===== src/hdl/dsst_pkg.sv =====
// Shared types, codes and sizes for the descending score sorted table.
`timescale 1ns / 1ps
`default_nettype none

package dsst_pkg;

  // Default number of table slots
  localparam int TABLE_DEPTH_DEF = 16;

  // A dump reports at most this many entries
  localparam int MAX_DUMP = 16;

  // Field widths fixed by the interface
  localparam int FUNC_W  = 2;
  localparam int ID_W    = 16;
  localparam int TAG_W   = 32;
  localparam int SCORE_W = 14;
  localparam int STAT_W  = 3;
  localparam int POS_W   = 5;

  // Operation codes
  localparam logic [FUNC_W-1:0] FUNC_INSERT = 2'd0;
  localparam logic [FUNC_W-1:0] FUNC_DUMP   = 2'd1;
  localparam logic [FUNC_W-1:0] FUNC_CLEAR  = 2'd2;

  // Result status codes
  typedef enum logic [STAT_W-1:0] {
    STATUS_INSERTED = 3'd0,
    STATUS_FULL     = 3'd1,
    STATUS_DUMP     = 3'd2,
    STATUS_EMPTY    = 3'd3,
    STATUS_CLEARED  = 3'd4
  } status_t;

  // One stored record
  typedef struct packed {
    logic [ID_W-1:0]    id;
    logic [TAG_W-1:0]   tag;
    logic [SCORE_W-1:0] score;
  } entry_t;

  // Sequencer states
  typedef enum logic [2:0] {
    S_IDLE,
    S_INS_RD,
    S_INS_CMP,
    S_DMP_RD,
    S_DMP_EMIT,
    S_RESP
  } state_t;

endpackage

`default_nettype wire


===== src/hdl/dsst_ram.sv =====
// Generic simple dual-port RAM with one write port and a registered read port.
`timescale 1ns / 1ps
`default_nettype none

module dsst_ram #(
  parameter int WIDTH = 8,
  parameter int DEPTH = 16
) (
  input  wire logic                     clk,
  input  wire logic                     wr_en,
  input  wire logic [$clog2(DEPTH)-1:0] wr_addr,
  input  wire logic [WIDTH-1:0]         wr_data,
  input  wire logic                     rd_en,
  input  wire logic [$clog2(DEPTH)-1:0] rd_addr,
  output logic      [WIDTH-1:0]         rd_data
);

  logic [WIDTH-1:0] mem [DEPTH];

  // Write on request; read data holds until the next read
  always_ff @(posedge clk) begin
    if (wr_en) begin
      mem[wr_addr] <= wr_data;
    end
    if (rd_en) begin
      rd_data <= mem[rd_addr];
    end
  end

endmodule

`default_nettype wire


===== src/hdl/descending_score_sorted_table.sv =====
// Top level of the descending score sorted table with its insert and dump sequencer.
//
// Usage: items enter on the in_valid/in_ready channel with func, rec_id,
// name_tag and score_in; results leave on out_valid/out_ready with status,
// position, out_id, out_name_tag, out_score and last.
// func insert places the record behind every stored record of equal or
// higher score and reports its rank; a full table reports a reject.
// func dump returns one item per stored entry in rank order (at most 16),
// last set on the final one; an empty table returns one empty status.
// func clear empties the table and returns one cleared status.
// The code left over gives no result.
// Throughput: one item at a time; in_ready is high only when idle.
// Insert: with k stored entries ranking below the new record, each moved
// entry is read (S_INS_RD), then written one slot lower (S_INS_CMP), walked
// from the bottom of the one-read, one-write table RAM; the record is then
// written in S_INS_CMP, or in S_INS_RD at the top rank. Dump: each entry is
// a RAM read (S_DMP_RD), then an output load (S_DMP_EMIT). Clear, reject
// and empty dump: result 1 cycle after acceptance. Each item returns the
// sequencer to idle before the next accept. While out_ready is low, the
// output register holds its item and the sequencer waits before its next
// load. Reset empties the table at once and drops any pending output item.
`timescale 1ns / 1ps
`default_nettype none

module descending_score_sorted_table #(
  parameter int TABLE_DEPTH = dsst_pkg::TABLE_DEPTH_DEF
) (
  input  wire logic                         clk,
  input  wire logic                         rst,
  input  wire logic                         in_valid,
  output logic                              in_ready,
  input  wire logic [dsst_pkg::FUNC_W-1:0]  func,
  input  wire logic [dsst_pkg::ID_W-1:0]    rec_id,
  input  wire logic [dsst_pkg::TAG_W-1:0]   name_tag,
  input  wire logic [dsst_pkg::SCORE_W-1:0] score_in,
  output logic                              out_valid,
  input  wire logic                         out_ready,
  output logic      [dsst_pkg::STAT_W-1:0]  status,
  output logic      [dsst_pkg::POS_W-1:0]   position,
  output logic      [dsst_pkg::ID_W-1:0]    out_id,
  output logic      [dsst_pkg::TAG_W-1:0]   out_name_tag,
  output logic      [dsst_pkg::SCORE_W-1:0] out_score,
  output logic                              last
);

  localparam int AW = $clog2(TABLE_DEPTH);
  localparam int CW = $clog2(TABLE_DEPTH + 1);
  localparam int EW = $bits(dsst_pkg::entry_t);

  dsst_pkg::state_t  state, state_next;
  logic [CW-1:0]     count, count_next;
  logic [CW-1:0]     idx, idx_next;
  dsst_pkg::entry_t  new_entry, new_entry_next;
  dsst_pkg::status_t resp_status, resp_status_next;
  logic [dsst_pkg::POS_W-1:0] resp_pos, resp_pos_next;

  // Output register next values
  logic                         load_out;
  dsst_pkg::status_t            status_next;
  logic [dsst_pkg::POS_W-1:0]   position_next;
  dsst_pkg::entry_t             out_entry_next;
  logic                         last_next;

  // Table RAM ports
  logic             wr_en;
  logic [AW-1:0]    wr_addr;
  dsst_pkg::entry_t wr_data;
  logic             rd_en;
  logic [AW-1:0]    rd_addr;
  logic [EW-1:0]    rd_raw;
  dsst_pkg::entry_t rd_entry;

  logic          out_free;
  logic [CW-1:0] dump_n;
  logic          dump_last;

  dsst_ram #(
    .WIDTH (EW),
    .DEPTH (TABLE_DEPTH)
  ) u_table (
    .clk     (clk),
    .wr_en   (wr_en),
    .wr_addr (wr_addr),
    .wr_data (wr_data),
    .rd_en   (rd_en),
    .rd_addr (rd_addr),
    .rd_data (rd_raw)
  );

  assign rd_entry = dsst_pkg::entry_t'(rd_raw);
  assign in_ready = (state == dsst_pkg::S_IDLE);
  assign out_free = !out_valid || out_ready;

  // Limit the dump length
  assign dump_n = (32'(count) > dsst_pkg::MAX_DUMP) ? CW'(dsst_pkg::MAX_DUMP) : count;
  assign dump_last = ((idx + 1'b1) == dump_n);

  // State and control registers
  always_ff @(posedge clk) begin
    if (rst) begin
      state     <= dsst_pkg::S_IDLE;
      count     <= '0;
      idx       <= '0;
      out_valid <= 1'b0;
    end else begin
      state <= state_next;
      count <= count_next;
      idx   <= idx_next;
      if (load_out) begin
        out_valid <= 1'b1;
      end else if (out_ready) begin
        out_valid <= 1'b0;
      end
    end
  end

  // Payload registers
  always_ff @(posedge clk) begin
    new_entry   <= new_entry_next;
    resp_status <= resp_status_next;
    resp_pos    <= resp_pos_next;
    if (load_out) begin
      status       <= status_next;
      position     <= position_next;
      out_id       <= out_entry_next.id;
      out_name_tag <= out_entry_next.tag;
      out_score    <= out_entry_next.score;
      last         <= last_next;
    end
  end

  // Sequencer: next state, RAM access and output load
  always_comb begin
    state_next       = state;
    count_next       = count;
    idx_next         = idx;
    new_entry_next   = new_entry;
    resp_status_next = resp_status;
    resp_pos_next    = resp_pos;
    load_out         = 1'b0;
    status_next      = resp_status;
    position_next    = resp_pos;
    out_entry_next   = '0;
    last_next        = 1'b1;
    wr_en            = 1'b0;
    wr_addr          = '0;
    wr_data          = new_entry;
    rd_en            = 1'b0;
    rd_addr          = '0;

    case (state)
      dsst_pkg::S_IDLE: begin
        if (in_valid) begin
          new_entry_next = '{id: rec_id, tag: name_tag, score: score_in};
          case (func)
            dsst_pkg::FUNC_INSERT: begin
              if (count == CW'(TABLE_DEPTH)) begin
                resp_status_next = dsst_pkg::STATUS_FULL;
                resp_pos_next    = '0;
                state_next       = dsst_pkg::S_RESP;
              end else begin
                idx_next   = count;
                state_next = dsst_pkg::S_INS_RD;
              end
            end
            dsst_pkg::FUNC_DUMP: begin
              if (count == '0) begin
                resp_status_next = dsst_pkg::STATUS_EMPTY;
                resp_pos_next    = '0;
                state_next       = dsst_pkg::S_RESP;
              end else begin
                idx_next   = '0;
                state_next = dsst_pkg::S_DMP_RD;
              end
            end
            dsst_pkg::FUNC_CLEAR: begin
              count_next       = '0;
              resp_status_next = dsst_pkg::STATUS_CLEARED;
              resp_pos_next    = '0;
              state_next       = dsst_pkg::S_RESP;
            end
            default: begin
              state_next = dsst_pkg::S_IDLE;
            end
          endcase
        end
      end

      // Place at the top, or fetch the entry just above the free slot
      dsst_pkg::S_INS_RD: begin
        if (idx == '0) begin
          wr_en            = 1'b1;
          wr_addr          = '0;
          count_next       = count + 1'b1;
          resp_status_next = dsst_pkg::STATUS_INSERTED;
          resp_pos_next    = '0;
          state_next       = dsst_pkg::S_RESP;
        end else begin
          rd_en      = 1'b1;
          rd_addr    = AW'(idx - 1'b1);
          state_next = dsst_pkg::S_INS_CMP;
        end
      end

      // Stop behind an equal or higher score, else move the entry down
      dsst_pkg::S_INS_CMP: begin
        wr_en   = 1'b1;
        wr_addr = AW'(idx);
        if (rd_entry.score >= new_entry.score) begin
          count_next       = count + 1'b1;
          resp_status_next = dsst_pkg::STATUS_INSERTED;
          resp_pos_next    = dsst_pkg::POS_W'(idx);
          state_next       = dsst_pkg::S_RESP;
        end else begin
          wr_data    = rd_entry;
          idx_next   = idx - 1'b1;
          state_next = dsst_pkg::S_INS_RD;
        end
      end

      dsst_pkg::S_DMP_RD: begin
        rd_en      = 1'b1;
        rd_addr    = AW'(idx);
        state_next = dsst_pkg::S_DMP_EMIT;
      end

      // Emit one dump item when the output register is free
      dsst_pkg::S_DMP_EMIT: begin
        if (out_free) begin
          load_out       = 1'b1;
          status_next    = dsst_pkg::STATUS_DUMP;
          position_next  = dsst_pkg::POS_W'(idx);
          out_entry_next = rd_entry;
          last_next      = dump_last;
          idx_next       = idx + 1'b1;
          state_next     = dump_last ? dsst_pkg::S_IDLE : dsst_pkg::S_DMP_RD;
        end
      end

      // Emit the single result of insert, reject, empty or clear
      dsst_pkg::S_RESP: begin
        if (out_free) begin
          load_out   = 1'b1;
          state_next = dsst_pkg::S_IDLE;
        end
      end

      default: begin
        state_next = dsst_pkg::S_IDLE;
      end
    endcase
  end

endmodule

`default_nettype wire


===== config.mk =====
export PLATFORM = sky130hd
export DESIGN_NAME = descending_score_sorted_table
export DESIGN_NICKNAME = d
export VERILOG_FILES = /design/src/hdl/dsst_pkg.sv /design/src/hdl/dsst_ram.sv /design/src/hdl/descending_score_sorted_table.sv
export SDC_FILE = /design/constraint.sdc
export NUM_CORES = 1
export LEC_CHECK = 0
export ABC_AREA = 0
export CAP_MARGIN = 0
export CORE_MARGIN = 3
export CORE_UTILIZATION = 57
export DETAILED_ROUTE_END_ITERATION = 7
export DONT_BUFFER_PORTS = 1
export PLACE_DENSITY_LB_ADDON = 0.2
export SYNTH_ARGS = -nofsm -noshare
export SYNTH_HDL_FRONTEND = slang
export SYNTH_HIERARCHICAL = 1
export SYNTH_SLANG_ARGS = --single-unit

===== constraint.sdc =====
create_clock -name clk -period 6.4 [get_ports clk]
set_clock_uncertainty 0.1 [all_clocks]
set_input_delay 0.64 -clock clk [delete_from_list [all_inputs] [get_ports clk]]
set_output_delay 0.64 -clock clk [all_outputs]
set_load 0.1 [all_outputs]

==> flow_summary.ini <==
[global_route]
grt_start_max_net_pins = 169
grt_busiest_layer = met2
gr-usage-met1_pct = 33.8
met2_usage_pct = 38.0
grt-ovfl-total = 0
antenna_found_initial = 0
track_usage_pct = 23.3
grt_pass1_vias = 22600
grt_pass1_wl_mm = 147
met3_usage_pct = 3.52

[place]
placed_area_mm2 = 0.0478
gp_congestion = 0.798
dpl.hpwl_mm = 48.9
port_buffers = 0

[critical_path]
required_ps = 6610
reg2reg_depth = 6
crit_type = reg -> reg
arrival_ps = 4510
crit_path_max_fanout = 30
cp-end-kind = flip-flop
start_kind = flip-flop

[hold_path]
min-delay-path-class = in -> reg
worstHoldPathCells = 2

[sta]
period_share_pct = 67.2
max_freq_mhz = 233
hold_viol = 0
min_period_ps = 4300
worstMarginPinSlew_ps = 1200
setup_viol = 0
slew_headroom_pct = 20.2
timing.setup.tns_ps = 0
timing.hold.ws_ps = 74.2
rsz0062_at_grt = no
drv_slew = 0

[final_layout]
fin_area_mm2 = 0.0523
fill_cells = 5098
multiInputGateArea_mm2 = 0.00967
drive_above_1_share_pct = 24.1
seq_area_mm2 = 0.0362
finalCoreUtilization_pct = 65.7
syn2layout_area_growth_pct = 13.1
final_nets = 2350

[clocking]
postCtsSetupRepairBufs = 0
postCtsResizedCells = 0
cts_buffers = 118
cts.clk_slew.worst_paths_ps = 60
cts_sinks = 1209
root_buffer = clkbuf_16
htreeDepth = 3
holdBufCountCts = 63
ctsLongestPathBuffers = 3
clock_latency_ps = 680
cts_tree = done

[synthesis]
yosys.area.top_type_share_pct = 77.5
ys_seq_elements = 1209
synth_area_per_cell_um2 = 21.6
async_flop_share_pct = 0
ys.flop_type = edfxtp_1
ys_warn_count = 6
ys_types = 66
synth_area_mm2 = 0.0463
synth_cells = 2146
yosysTopAreaCell = edfxtp_1
synth_nets = 2233
synth-edff-count = 1195
synth.area.top_cells = edfxtp_1 (78%), mux4_2 (12%), a22oi_1 (2.0%)
synth-seq-area-share_pct = 78.1

[floorplan]
pin_count = 141
fp-row-count = 103
start_util_pct = 58.1
core_mm2 = 0.0796
die_h_um = 291
die_area_mm2 = 0.0846
fp.dieW_um = 291

[power]
p_leak_nw = 16.3
totalPowerFinal_w = 0.0228
peakVddDrop_v = 0.000307
p_per_area_mw_per_mm2 = 436

[drt]
antenna_left = 0
vias = 21800
drt_pre_antenna_iters = 5
drtIter0Drc = 2428
vias_per_cell = 6.37
drc = 0
routed_wl_mm = 97.3
wire_per_inst_um = 28.5

[run]
max_cap_viol_count = 0

[status]
status = completed
cells by family after synthesis:
group,count (synthesis),synth area share (%)
multiplexers,317,13.7
buffers and inverters,140,1.42
flip-flops,1209,78.1
AND/OR/NAND/NOR,257,2.91
XOR/XNOR,8,0.181
adder cells (fa/ha/maj),19,0.514
AO/OA/AOI/OAI,196,3.09
final timing paths:
path / start / endpoint / slack [ps]
max: state[1] / u_table/mem[7][28] / 2100
min reg2reg: resp_status[1] / status[1] / 410
min: rst / idx[3] / 70
max reg2reg: state[1] / u_table/mem[7][28] / 2100
layer usage:
| metal | part of all wire (%) | routed length, um | vias to the layer above |
|---|---|---|---|
| met1 | 41 | 39800 | 11600 |
| met5 | 0 | 0 | - |
| met3 | 7.1 | 6910 | 154 |
| met2 | 50 | 48600 | 890 |
| met4 | 2.0 | 1970 | 0 |
| li1 | - | - | 9167 |
cell usage after synthesis, drive strengths merged (5+ instances only):
library cell	n
a211oi	6
a21oi	22
a22oi	126
and2	70
buf	64
clkbuf	50
dfxtp	14
edfxtp	1195
ha	19
inv	26
mux2	66
mux4	248
nand2	81
nand2b	10
nand3	5
nor2	37
nor2b	13
nor3	14
o21ai	9
xnor2	5
worst max-delay path, stage by stage, from the launching register on:
cell and delay [ps]:
dfxtp_1 730, and2b_1 320, nand2b_1 260, nor2_1 810, nand2_1 460, nor2_4 600
buf_4 610
placed cells by master, fill, tap and decap left out, types with 4 or more instances in the layout:
cell and n:
a211oi_1 5, a21oi_1 21, a22oi_1 126, and2_1 68, buf_12 15, buf_4 33
bufinv_16 15, clkbuf_1 20, clkbuf_16 119, clkinv_1 31, clkinv_2 22, clkinvlp_4 6
dfxtp_1 14, dlygate4sd3_1 63, edfxtp_1 1195, ha_1 19, inv_1 26, mux2_2 66
mux4_2 248, nand2_1 81, nand2b_1 10, nand3_1 5, nand4_1 4, nor2_1 20
nor2_4 17, nor2b_1 11, nor3_1 8, nor3_4 6, o21ai_0 6, xnor2_1 5
through the flow:
stage          worst slack (ps)  std cells
2_1_floorplan               982       2146
3_3_place_gp               2240       3130
3_5_place_dp               2090       3130
4_1_cts                    2080       3416
5_1_grt                    1850       3416
6_report                   2100       3417
report_power, final:
part           leakage, nW  switching [W]  internal [W]
Clock                 1.90        0.00288       0.00402
Sequential            10.9        0.00119        0.0101
Combinational         3.47        0.00275       0.00184
registers in the layout, summed over array words and instances, names as in the netlist:
name and count:
out_id 16, out_name_tag 32, new_entry 62, out_valid 1
last 1, count 5, resp_pos 5, position 5
resp_status 3, idx 5, state 3, u_table/rd_data 62
status 3, out_score 14, u_table/mem 992
area by class of cell:
type	instances	area share (%)
flip-flops and latches	1209	69.1
repair buffers	111	2.25
multi-input cells	797	18.5
diodes	1	0.00478
inverters	26	0.186
clock buffers	139	5.83
clock inverters	84	1.63
well taps	1050	2.51
Note: power is estimated with default switching activity, not from simulation.
